==> src/hw/rtl/abr_pkg.sv <==
// shared constants, types and command/status structs of the alternating-bit receiver
`timescale 1ns / 1ps

package abr_pkg;

  localparam int PAYLOAD_BYTES = 20;
  localparam int BYTE_W        = 8;
  localparam int WORD_W        = 32;
  localparam int CNT_W         = $clog2(PAYLOAD_BYTES + 1);
  localparam int IDX_W         = (PAYLOAD_BYTES > 1) ? $clog2(PAYLOAD_BYTES) : 1;
  // signed running sum of up to PAYLOAD_BYTES bytes of -128..127
  localparam int SUM_W         = $clog2(PAYLOAD_BYTES * 128 + 1) + 1;

  localparam logic [WORD_W-1:0] PURE_ACK_SEQ = '1;

  localparam logic KIND_DATA = 1'b0;
  localparam logic KIND_ACK  = 1'b1;

  typedef struct packed {
    logic take;       // input side open
    logic judge;      // evaluate checksum and sequence of the closed packet
    logic load_data;  // move next stored byte into the output register
    logic load_ack;   // move the ack into the output register, restart packet
  } abr_cmd_t;

  typedef struct packed {
    logic in_fire;    // input word taken this cycle
    logic in_last;    // taken word closes the packet
    logic pass;       // closed packet is good and in sequence
    logic has_bytes;  // packet holds at least one stored byte
    logic rd_last;    // replay index sits on the last stored byte
    logic out_free;   // output register can take a word this cycle
  } abr_sts_t;

endpackage

==> src/hw/rtl/abr_in_if.sv <==
// input channel of the alternating-bit receiver
`timescale 1ns / 1ps

interface abr_in_if;
  logic                               valid;
  logic                               ready;
  logic signed [abr_pkg::BYTE_W-1:0]  payload_byte;
  logic signed [abr_pkg::WORD_W-1:0]  rx_seq;
  logic signed [abr_pkg::WORD_W-1:0]  rx_ack;
  logic signed [abr_pkg::WORD_W-1:0]  rx_check;
  logic                               end_of_packet;

  modport source (output valid, payload_byte, rx_seq, rx_ack, rx_check, end_of_packet,
                  input ready);
  modport sink   (input valid, payload_byte, rx_seq, rx_ack, rx_check, end_of_packet,
                  output ready);
endinterface

==> src/hw/rtl/abr_out_if.sv <==
// result channel of the alternating-bit receiver
`timescale 1ns / 1ps

interface abr_out_if;
  logic                               valid;
  logic                               ready;
  logic                               kind;
  logic signed [abr_pkg::BYTE_W-1:0]  out_byte;
  logic                               ack_bit;
  logic                               run_end;

  modport source (output valid, kind, out_byte, ack_bit, run_end, input ready);
  modport sink   (input valid, kind, out_byte, ack_bit, run_end, output ready);
endinterface

==> src/hw/rtl/abr_ctrl.sv <==
// controller state machine: collect, judge, replay, ack
`timescale 1ns / 1ps

module abr_ctrl (
  input  logic              clk,
  input  logic              rst_n,
  input  abr_pkg::abr_sts_t sts,
  output abr_pkg::abr_cmd_t cmd
);
  import abr_pkg::*;

  typedef enum logic [1:0] {
    ST_COLLECT,
    ST_JUDGE,
    ST_REPLAY,
    ST_ACK
  } state_t;

  state_t state_r;
  state_t state_nxt;

  always_comb begin
    cmd       = '0;
    state_nxt = state_r;
    unique case (state_r)
      ST_COLLECT: begin
        cmd.take = 1'b1;
        if (sts.in_fire && sts.in_last) begin
          state_nxt = ST_JUDGE;
        end
      end
      ST_JUDGE: begin
        cmd.judge = 1'b1;
        if (sts.pass && sts.has_bytes) begin
          state_nxt = ST_REPLAY;
        end else begin
          state_nxt = ST_ACK;
        end
      end
      ST_REPLAY: begin
        if (sts.out_free) begin
          cmd.load_data = 1'b1;
          if (sts.rd_last) begin
            state_nxt = ST_ACK;
          end
        end
      end
      ST_ACK: begin
        if (sts.out_free) begin
          cmd.load_ack = 1'b1;
          state_nxt    = ST_COLLECT;
        end
      end
      default: state_nxt = ST_COLLECT;
    endcase
  end

  always_ff @(posedge clk) begin
    if (!rst_n) begin
      state_r <= ST_COLLECT;
    end else begin
      state_r <= state_nxt;
    end
  end

  a_single_load: assert property (@(posedge clk) disable iff (!rst_n)
    !(cmd.load_data && cmd.load_ack))
    else $error("data and ack loaded together");

  a_replay_has_bytes: assert property (@(posedge clk) disable iff (!rst_n)
    (state_r == ST_REPLAY) |-> sts.has_bytes)
    else $error("replay of an empty packet");

  a_judge_after_close: assert property (@(posedge clk) disable iff (!rst_n)
    (sts.in_fire && sts.in_last) |=> cmd.judge)
    else $error("closing word not followed by judge");

endmodule

==> src/hw/rtl/abr_datapath.sv <==
// byte store, running sum, check compare, expected bit and output register
`timescale 1ns / 1ps

module abr_datapath (
  input  logic              clk,
  input  logic              rst_n,
  input  abr_pkg::abr_cmd_t cmd,
  output abr_pkg::abr_sts_t sts,
  abr_in_if.sink            in_chan,
  abr_out_if.source         out_chan
);
  import abr_pkg::*;

  logic [BYTE_W-1:0]       store_r [PAYLOAD_BYTES];
  logic signed [SUM_W-1:0] sum_r;
  logic [CNT_W-1:0]        count_r;
  logic [IDX_W-1:0]        rd_idx_r;
  logic                    expected_bit_r;
  logic [WORD_W-1:0]       seq_r;
  logic [WORD_W-1:0]       ack_r;
  logic [WORD_W-1:0]       chk_r;

  logic                    out_valid_r;
  logic                    kind_r;
  logic [BYTE_W-1:0]       out_byte_r;
  logic                    ack_bit_r;
  logic                    run_end_r;

  logic                    fire;
  logic                    room;
  logic [WORD_W-1:0]       check_val;
  logic                    pass;

  assign in_chan.ready = cmd.take;
  assign fire          = in_chan.valid && cmd.take;
  assign room          = (count_r < CNT_W'(PAYLOAD_BYTES));

  // check value wraps modulo 2^32
  assign check_val = (seq_r == PURE_ACK_SEQ) ? ack_r
                   : seq_r + ack_r + WORD_W'(sum_r);
  assign pass = (check_val == chk_r) && (seq_r == WORD_W'(expected_bit_r));

  assign sts.in_fire   = fire;
  assign sts.in_last   = in_chan.end_of_packet;
  assign sts.pass      = pass;
  assign sts.has_bytes = (count_r != '0);
  assign sts.rd_last   = ((CNT_W'(rd_idx_r) + CNT_W'(1)) == count_r);
  assign sts.out_free  = !out_valid_r || out_chan.ready;

  // packet collection, expected bit and replay index
  always_ff @(posedge clk) begin
    if (!rst_n) begin
      sum_r          <= '0;
      count_r        <= '0;
      rd_idx_r       <= '0;
      expected_bit_r <= 1'b0;
    end else begin
      if (fire && room) begin
        sum_r   <= sum_r + SUM_W'(in_chan.payload_byte);
        count_r <= count_r + CNT_W'(1);
      end
      if (cmd.judge && pass) begin
        expected_bit_r <= ~expected_bit_r;
      end
      if (cmd.load_data) begin
        rd_idx_r <= rd_idx_r + IDX_W'(1);
      end
      if (cmd.load_ack) begin
        sum_r    <= '0;
        count_r  <= '0;
        rd_idx_r <= '0;
      end
    end
  end

  always_ff @(posedge clk) begin
    if (fire && room) begin
      store_r[count_r[IDX_W-1:0]] <= in_chan.payload_byte;
    end
    if (fire && in_chan.end_of_packet) begin
      seq_r <= in_chan.rx_seq;
      ack_r <= in_chan.rx_ack;
      chk_r <= in_chan.rx_check;
    end
  end

  // output register, doubles as the registered store read
  always_ff @(posedge clk) begin
    if (!rst_n) begin
      out_valid_r <= 1'b0;
    end else if (cmd.load_data || cmd.load_ack) begin
      out_valid_r <= 1'b1;
    end else if (out_chan.ready) begin
      out_valid_r <= 1'b0;
    end
  end

  always_ff @(posedge clk) begin
    if (cmd.load_data) begin
      kind_r     <= KIND_DATA;
      out_byte_r <= store_r[rd_idx_r];
      ack_bit_r  <= 1'b0;
      run_end_r  <= 1'b0;
    end else if (cmd.load_ack) begin
      kind_r     <= KIND_ACK;
      out_byte_r <= '0;
      ack_bit_r  <= ~expected_bit_r;
      run_end_r  <= 1'b1;
    end
  end

  assign out_chan.valid    = out_valid_r;
  assign out_chan.kind     = kind_r;
  assign out_chan.out_byte = out_byte_r;
  assign out_chan.ack_bit  = ack_bit_r;
  assign out_chan.run_end  = run_end_r;

  a_count_bound: assert property (@(posedge clk) disable iff (!rst_n)
    count_r <= CNT_W'(PAYLOAD_BYTES))
    else $error("byte count past store depth");

  a_toggle_on_judge: assert property (@(posedge clk) disable iff (!rst_n)
    !$stable(expected_bit_r) |-> $past(cmd.judge))
    else $error("expected bit moved outside judge");

  a_run_end_is_ack: assert property (@(posedge clk) disable iff (!rst_n)
    out_valid_r |-> (run_end_r == (kind_r == KIND_ACK)))
    else $error("run end flag on a data word");

endmodule

==> src/hw/rtl/alternating_bit_receiver_core.sv <==
// top level of the alternating-bit protocol receiver
`timescale 1ns / 1ps

// channel    dir   handshake       payload
// in_chan    in    valid/ready     payload_byte, rx_seq, rx_ack, rx_check, end_of_packet
// out_chan   out   valid/ready     kind, out_byte, ack_bit, run_end
//
// one input word per cycle while collecting; the closing word moves the core to the judge state
// a good packet with stored bytes then replays them one by one and ends in an ack;
// a rejected or empty packet goes straight to the ack; input is taken again only after the ack is loaded
// replay and ack advance only when the output register is free or being drained
// rst_n synchronous active low: expected bit 0, empty packet, no result pending
// the byte store holds no reset and is read only where the packet wrote it

module alternating_bit_receiver_core (
  input  logic      clk,
  input  logic      rst_n,
  abr_in_if.sink    in_chan,
  abr_out_if.source out_chan
);
  import abr_pkg::*;

  abr_cmd_t cmd;   // controller to datapath
  abr_sts_t sts;   // datapath to controller

  // sequencing of collect, judge, replay and ack
  abr_ctrl u_ctrl (
    .clk   (clk),
    .rst_n (rst_n),
    .sts   (sts),
    .cmd   (cmd)
  );

  // storage, checksum and the output word register
  abr_datapath u_datapath (
    .clk      (clk),
    .rst_n    (rst_n),
    .cmd      (cmd),
    .sts      (sts),
    .in_chan  (in_chan),
    .out_chan (out_chan)
  );

endmodule

==> src/flat_wrapper.sv <==
// flat-port wrapper written by rule: the top's interface ports become plain ports
module alternating_bit_receiver_core_flat import abr_pkg::*;
  (clk, rst_n, in_chan_valid, in_chan_payload_byte, in_chan_rx_seq, in_chan_rx_ack, in_chan_rx_check, in_chan_end_of_packet, in_chan_ready, out_chan_valid, out_chan_kind, out_chan_out_byte, out_chan_ack_bit, out_chan_run_end, out_chan_ready);
  abr_in_if in_chan_i ();
  abr_out_if out_chan_i ();
  input  logic clk;
  input  logic rst_n;
  input wire logic [$bits(in_chan_i.valid)-1:0] in_chan_valid;
  input wire logic [$bits(in_chan_i.payload_byte)-1:0] in_chan_payload_byte;
  input wire logic [$bits(in_chan_i.rx_seq)-1:0] in_chan_rx_seq;
  input wire logic [$bits(in_chan_i.rx_ack)-1:0] in_chan_rx_ack;
  input wire logic [$bits(in_chan_i.rx_check)-1:0] in_chan_rx_check;
  input wire logic [$bits(in_chan_i.end_of_packet)-1:0] in_chan_end_of_packet;
  output wire logic [$bits(in_chan_i.ready)-1:0] in_chan_ready;
  output wire logic [$bits(out_chan_i.valid)-1:0] out_chan_valid;
  output wire logic [$bits(out_chan_i.kind)-1:0] out_chan_kind;
  output wire logic [$bits(out_chan_i.out_byte)-1:0] out_chan_out_byte;
  output wire logic [$bits(out_chan_i.ack_bit)-1:0] out_chan_ack_bit;
  output wire logic [$bits(out_chan_i.run_end)-1:0] out_chan_run_end;
  input wire logic [$bits(out_chan_i.ready)-1:0] out_chan_ready;
  assign in_chan_i.valid = in_chan_valid;
  assign in_chan_i.payload_byte = in_chan_payload_byte;
  assign in_chan_i.rx_seq = in_chan_rx_seq;
  assign in_chan_i.rx_ack = in_chan_rx_ack;
  assign in_chan_i.rx_check = in_chan_rx_check;
  assign in_chan_i.end_of_packet = in_chan_end_of_packet;
  assign in_chan_ready = in_chan_i.ready;
  assign out_chan_valid = out_chan_i.valid;
  assign out_chan_kind = out_chan_i.kind;
  assign out_chan_out_byte = out_chan_i.out_byte;
  assign out_chan_ack_bit = out_chan_i.ack_bit;
  assign out_chan_run_end = out_chan_i.run_end;
  assign out_chan_i.ready = out_chan_ready;
  alternating_bit_receiver_core u_core (.clk(clk), .rst_n(rst_n), .in_chan(in_chan_i), .out_chan(out_chan_i));
endmodule
==> config.mk <==
export PLATFORM = sky130hd
export DESIGN_NAME = alternating_bit_receiver_core_flat
export DESIGN_NICKNAME = d
export VERILOG_FILES = /design/src/hw/rtl/abr_pkg.sv /design/src/hw/rtl/abr_in_if.sv /design/src/hw/rtl/abr_out_if.sv /design/src/hw/rtl/abr_ctrl.sv /design/src/hw/rtl/abr_datapath.sv /design/src/hw/rtl/alternating_bit_receiver_core.sv /design/src/flat_wrapper.sv
export SDC_FILE = /design/constraint.sdc
export NUM_CORES = 1
export LEC_CHECK = 0
export BUFFER_PORTS_ARGS = -buffer_cell sky130_fd_sc_hd__buf_4
export CELL_PAD_IN_SITES_DETAIL_PLACEMENT = 0
export CELL_PAD_IN_SITES_GLOBAL_PLACEMENT = 1
export CORE_UTILIZATION = 45
export CTS_CLUSTER_DIAMETER = 120
export DETAILED_ROUTE_END_ITERATION = 8
export GPL_TIMING_DRIVEN = 0
export PLACE_DENSITY_LB_ADDON = 0.1
export SLEW_MARGIN = 25
export SYNTH_ARGS = -nofsm -noshare
export SYNTH_HDL_FRONTEND = slang
export SYNTH_SLANG_ARGS = --single-unit
==> constraint.sdc <==
create_clock -name clk -period 4.5 [get_ports clk]
set_clock_uncertainty 0.1 [all_clocks]
set_input_delay 0.9 -clock clk [delete_from_list [all_inputs] [get_ports clk]]
set_output_delay 0.9 -clock clk [all_outputs]
set_load 0.02 [all_outputs]
==> impl_metrics.py <==
metrics = {
    "synthesis": {
        "ys_async_sr_fraction_pct": 0,
        "ys_seq_elements": 298,
        "synth_top_area_cell": "edfxtp_1",
        "syn_inst": 1074,
        "synth_mux_area_share_pct": 8.47,
        "ys_types": 77,
        "synth-edff-count": 264,
        "synth_top_area_share_pct": 53.6,
        "ys_warn_count": 0,
        "yosysSeqAreaShare_pct": 58.2,
        "synth_top_family_by_area": "simple AND/OR/NAND/NOR gates",
        "synth-simple-area-share_pct": 9.98,
        "netlist_area_mm2": 0.0148,
        "synthXorXnorAreaFrac_pct": 3.79,
        "synthAdderAreaFrac_pct": 8.79,
        "synth_flop_cell": "edfxtp_1",
        "synth_area_per_cell_um2": 13.8,
        "synth_compound_area_share_pct": 8.85,
        "synth_nets": 1267,
        "yosys-top-cells-area": "edfxtp_1 (54%), mux4_2 (7.3%), dfxtp_1 (4.6%)",
    },
    "sta": {
        "fin_crit_sh_pct": 95.6,
        "fmax_ghz": 0.232,
        "setup_tns_ns": 0,
        "max_slew_margin_pct": 40.7,
        "worst_slew_pin_slew_ns": 0.887,
        "rsz0062_at_grt": "false",
        "slew_violations": 0,
        "hold_viol_final": 0,
        "setup_viol": 0,
        "timing.final.ws_setup_ns": 0.199,
        "period_needed_ns": 4.30,
    },
    "setup_path": {
        "path_buf_inv": 0,
        "worstSetupPathType": "reg -> reg",
        "r2r-start": "u_core.u_datapath.seq_r[2]$_DFFE_PP_",
        "startpoint": "u_core.u_datapath.seq_r[2]$_DFFE_PP_",
        "slowest_delay_ns": 0.55,
        "cp_max_fo": 4,
        "endpoint_kind": "flip-flop",
        "critPathArrivalTime_ns": 4.65,
        "critPathLaunchType": "flip-flop",
        "cp.required_ns": 4.85,
        "slowest_stage": "fa_1",
        "crit_chain": "fa_1, ha_1, a211oi_2, o21ai_2, a41oi_2, nand2_1, a311oi_4, a211oi_2, a221oi_1, nand4_1, nor4_2, nand2_1, o31a_1",
        "crit_family": "compound AO/OA/AOI/OAI gates",
    },
    "routing": {
        "drt_iter0_drc": 538,
        "firstDrtPassIters": 5,
        "ant_nets": 0,
        "remaining_drc_errors": 0,
        "routed_wl_um": 36500,
        "num_vias": 9247,
        "drt-wirelength-per-cell_um": 21.5,
        "via_per_inst": 5.44,
    },
    "finish": {
        "area_growth_pct": 17.7,
        "fillers": 2737,
        "final_cell_mix": "edfxtp_1 (264), buf_4 (126), nor2_1 (86)",
        "drive_above_1_share_pct": 20.8,
        "layout_commonest_cell": "edfxtp_1",
        "layout.nets": 1425,
        "diodes": 0,
    },
    "global_route": {
        "antenna_found_initial": 1,
        "grt_pass1_vias": 9443,
        "grt_use_total_pct": 22.3,
        "grt_pass1_wl_um": 55600,
        "grt_max_degree": 82,
        "grt_overflow": 0,
    },
    "floorplan": {
        "die_w_um": 183,
        "core-area_mm2": 0.0325,
        "pin_count": 122,
        "die_height_um": 183,
        "die-area_mm2": 0.0336,
        "initial_core_util_pct": 45.6,
        "num_rows": 66,
    },
    "placement": {
        "dp_hpwl_um": 27800,
        "gp_congestion": 0.866,
        "dp_slack_ns": -0.0810,
        "portBuffers": 121,
    },
    "hold_path": {
        "min_path_type": "reg -> reg",
        "hold_start": "u_core.u_datapath.out_chan.ack_bit$_SDFFE_PP0P_",
    },
    "clock_network": {
        "clockBufferDepth": 3,
        "htreeDepth": 1,
        "clk_pin_slew_ns": 0.06,
        "insertion_delay_ns": 0.56,
        "cts_sinks": 298,
        "cts_hold_buf": 0,
        "cts-root-buf": "clkbuf_16",
        "cts_tree": "yes",
        "cts_buffers": 31,
    },
    "pwr": {
        "power_density_mw_per_mm2": 599,
        "ir_drop_mv": 0.347,
        "p_leak_uw": 0.00613,
    },
    "run_status": {
        "status": "completed",
    },
    "run": {
        "cap_violations": 0,
    },
}
## where the power goes
group	total, uW	internal (uW)	switching (uW)
Clock	2480	1450	1030
Combinational	4400	1840	2560
Sequential	3540	3310	232
## logic make-up (layout without fill, tap and decap cells)
kind of cell    Yosys count  in the layout
compound gates          198            198
buf+inv                  68            251
xor+xnor                 64             64
flops                   298            298
fa+ha+maj                84             84
simple gates            297            297
mux                      65             65
## registers in the layout, summed over array words and instances (netlist names), named ones only
signal and cells:
u_core.u_datapath.rd_idx_r 5, u_core.u_ctrl.state_r 2, u_core.u_datapath.chk_r 32, u_core.u_datapath.out_chan.ack_bit 1, u_core.u_datapath.seq_r 32, u_core.u_datapath.ack_r 32
u_core.u_datapath.sum_r 13, u_core.u_datapath.out_chan.out_byte 8, u_core.u_datapath.count_r 5, u_core.u_datapath.expected_bit_r 1, u_core.u_datapath.store_r 160, u_core.u_datapath.out_chan.run_end 1
u_core.u_datapath.out_chan.valid 1
## repair_timing
action / in CTS / in global routing
buffers inserted: 0 / 5
gates resized for setup: 1 / 9
pin swaps: 0 / 1
endpoints found under the setup margin: 2 / 2
## synth_stat cells (3+ instances only)
| library cell | count |
|---|---|
| buf_1 | 7 |
| or4_1 | 3 |
| a31oi_1 | 5 |
| nor2b_1 | 12 |
| nand2b_1 | 5 |
| and4_1 | 4 |
| clkbuf_1 | 22 |
| a211oi_1 | 6 |
| dfxtp_1 | 34 |
| o31a_1 | 3 |
| inv_1 | 24 |
| nand4_1 | 21 |
| a21oi_1 | 66 |
| and2_1 | 5 |
| nand3_1 | 17 |
| nor3b_1 | 3 |
| nor4_1 | 18 |
| a21o_1 | 13 |
| o21ai_1 | 5 |
| nor2_1 | 86 |
| o31ai_1 | 6 |
| buf_2 | 11 |
| o21a_1 | 6 |
| or3_1 | 7 |
| xnor2_1 | 32 |
| xor2_1 | 32 |
| and3_1 | 7 |
| o221ai_1 | 3 |
| fa_1 | 33 |
| mux4_2 | 48 |
| nand2_1 | 68 |
| a2111oi_0 | 4 |
| edfxtp_1 | 264 |
| a21boi_0 | 4 |
| mux2i_1 | 16 |
| nor3_1 | 27 |
| a211o_1 | 3 |
| o21ai_0 | 35 |
| ha_1 | 51 |
| o211ai_1 | 6 |
## layout make-up
class                           count  area [um^2]  area share (%)
Buffer                             41          178            1.02
Clock buffer                       50          920            5.28
Clock inverter                      8         75.1           0.431
Inverter                           24         95.1           0.546
Multi-Input combinational cell    708         5940            34.2
Sequential cell                   298         8610            49.5
Tap cell                          442          553            3.18
Timing Repair Buffer              128         1030            5.90
## per-stage QoR
| stage | cells | power (uW) | utilization, % | hold slack [ns] | instance area [um^2] |
|---|---|---|---|---|---|
| final | 1699 | 10400 | 53.6 | 0.403 | 17400 |
| after global routing | 1699 | 11100 | 53.6 | 0.385 | 17400 |
| after CTS | 1697 | 10400 | 53.3 | 0.382 | 17300 |
| after detailed placement | 1639 | 7900 | 50.2 | 0.401 | 16300 |
| after global placement | 1637 | 7860 | 50.1 | 0.394 | 16200 |
| after floorplan | 1074 | 6680 | - | 0.372 | 14800 |
## worst register-to-register path: stages, from the launching register on
cell and delay (ns):
edfxtp_1 0.50, fa_1 0.55, ha_1 0.33, a211oi_2 0.35, o21ai_2 0.18, a41oi_2 0.27, nand2_1 0.20, a311oi_4 0.37
a211oi_2 0.16, a221oi_1 0.32, nand4_1 0.22, nor4_2 0.32, nand2_1 0.09, o31a_1 0.23
## routing by layer
layer	wire length, um	track usage (%)	up-vias
met5	13	0	-
met2	19200	40.9	207
met4	768	5.37	2
li1	-	-	4465
met3	1560	3.46	57
met1	15000	27.3	4516
## worst paths after layout
path | to | slack (ns) | cells after the start
worst max register to register | u_core.u_ctrl.state_r[0]$_SDFFE_PN0P_ | 0.20 | 13
worst max-delay path | u_core.u_ctrl.state_r[0]$_SDFFE_PN0P_ | 0.20 | 13
worst min-delay path | u_core.u_datapath.out_chan.ack_bit$_SDFFE_PP0P_ | 0.40 | 2
worst min register to register | u_core.u_datapath.out_chan.ack_bit$_SDFFE_PP0P_ | 0.40 | 2
(Power assumes the default switching activity.)
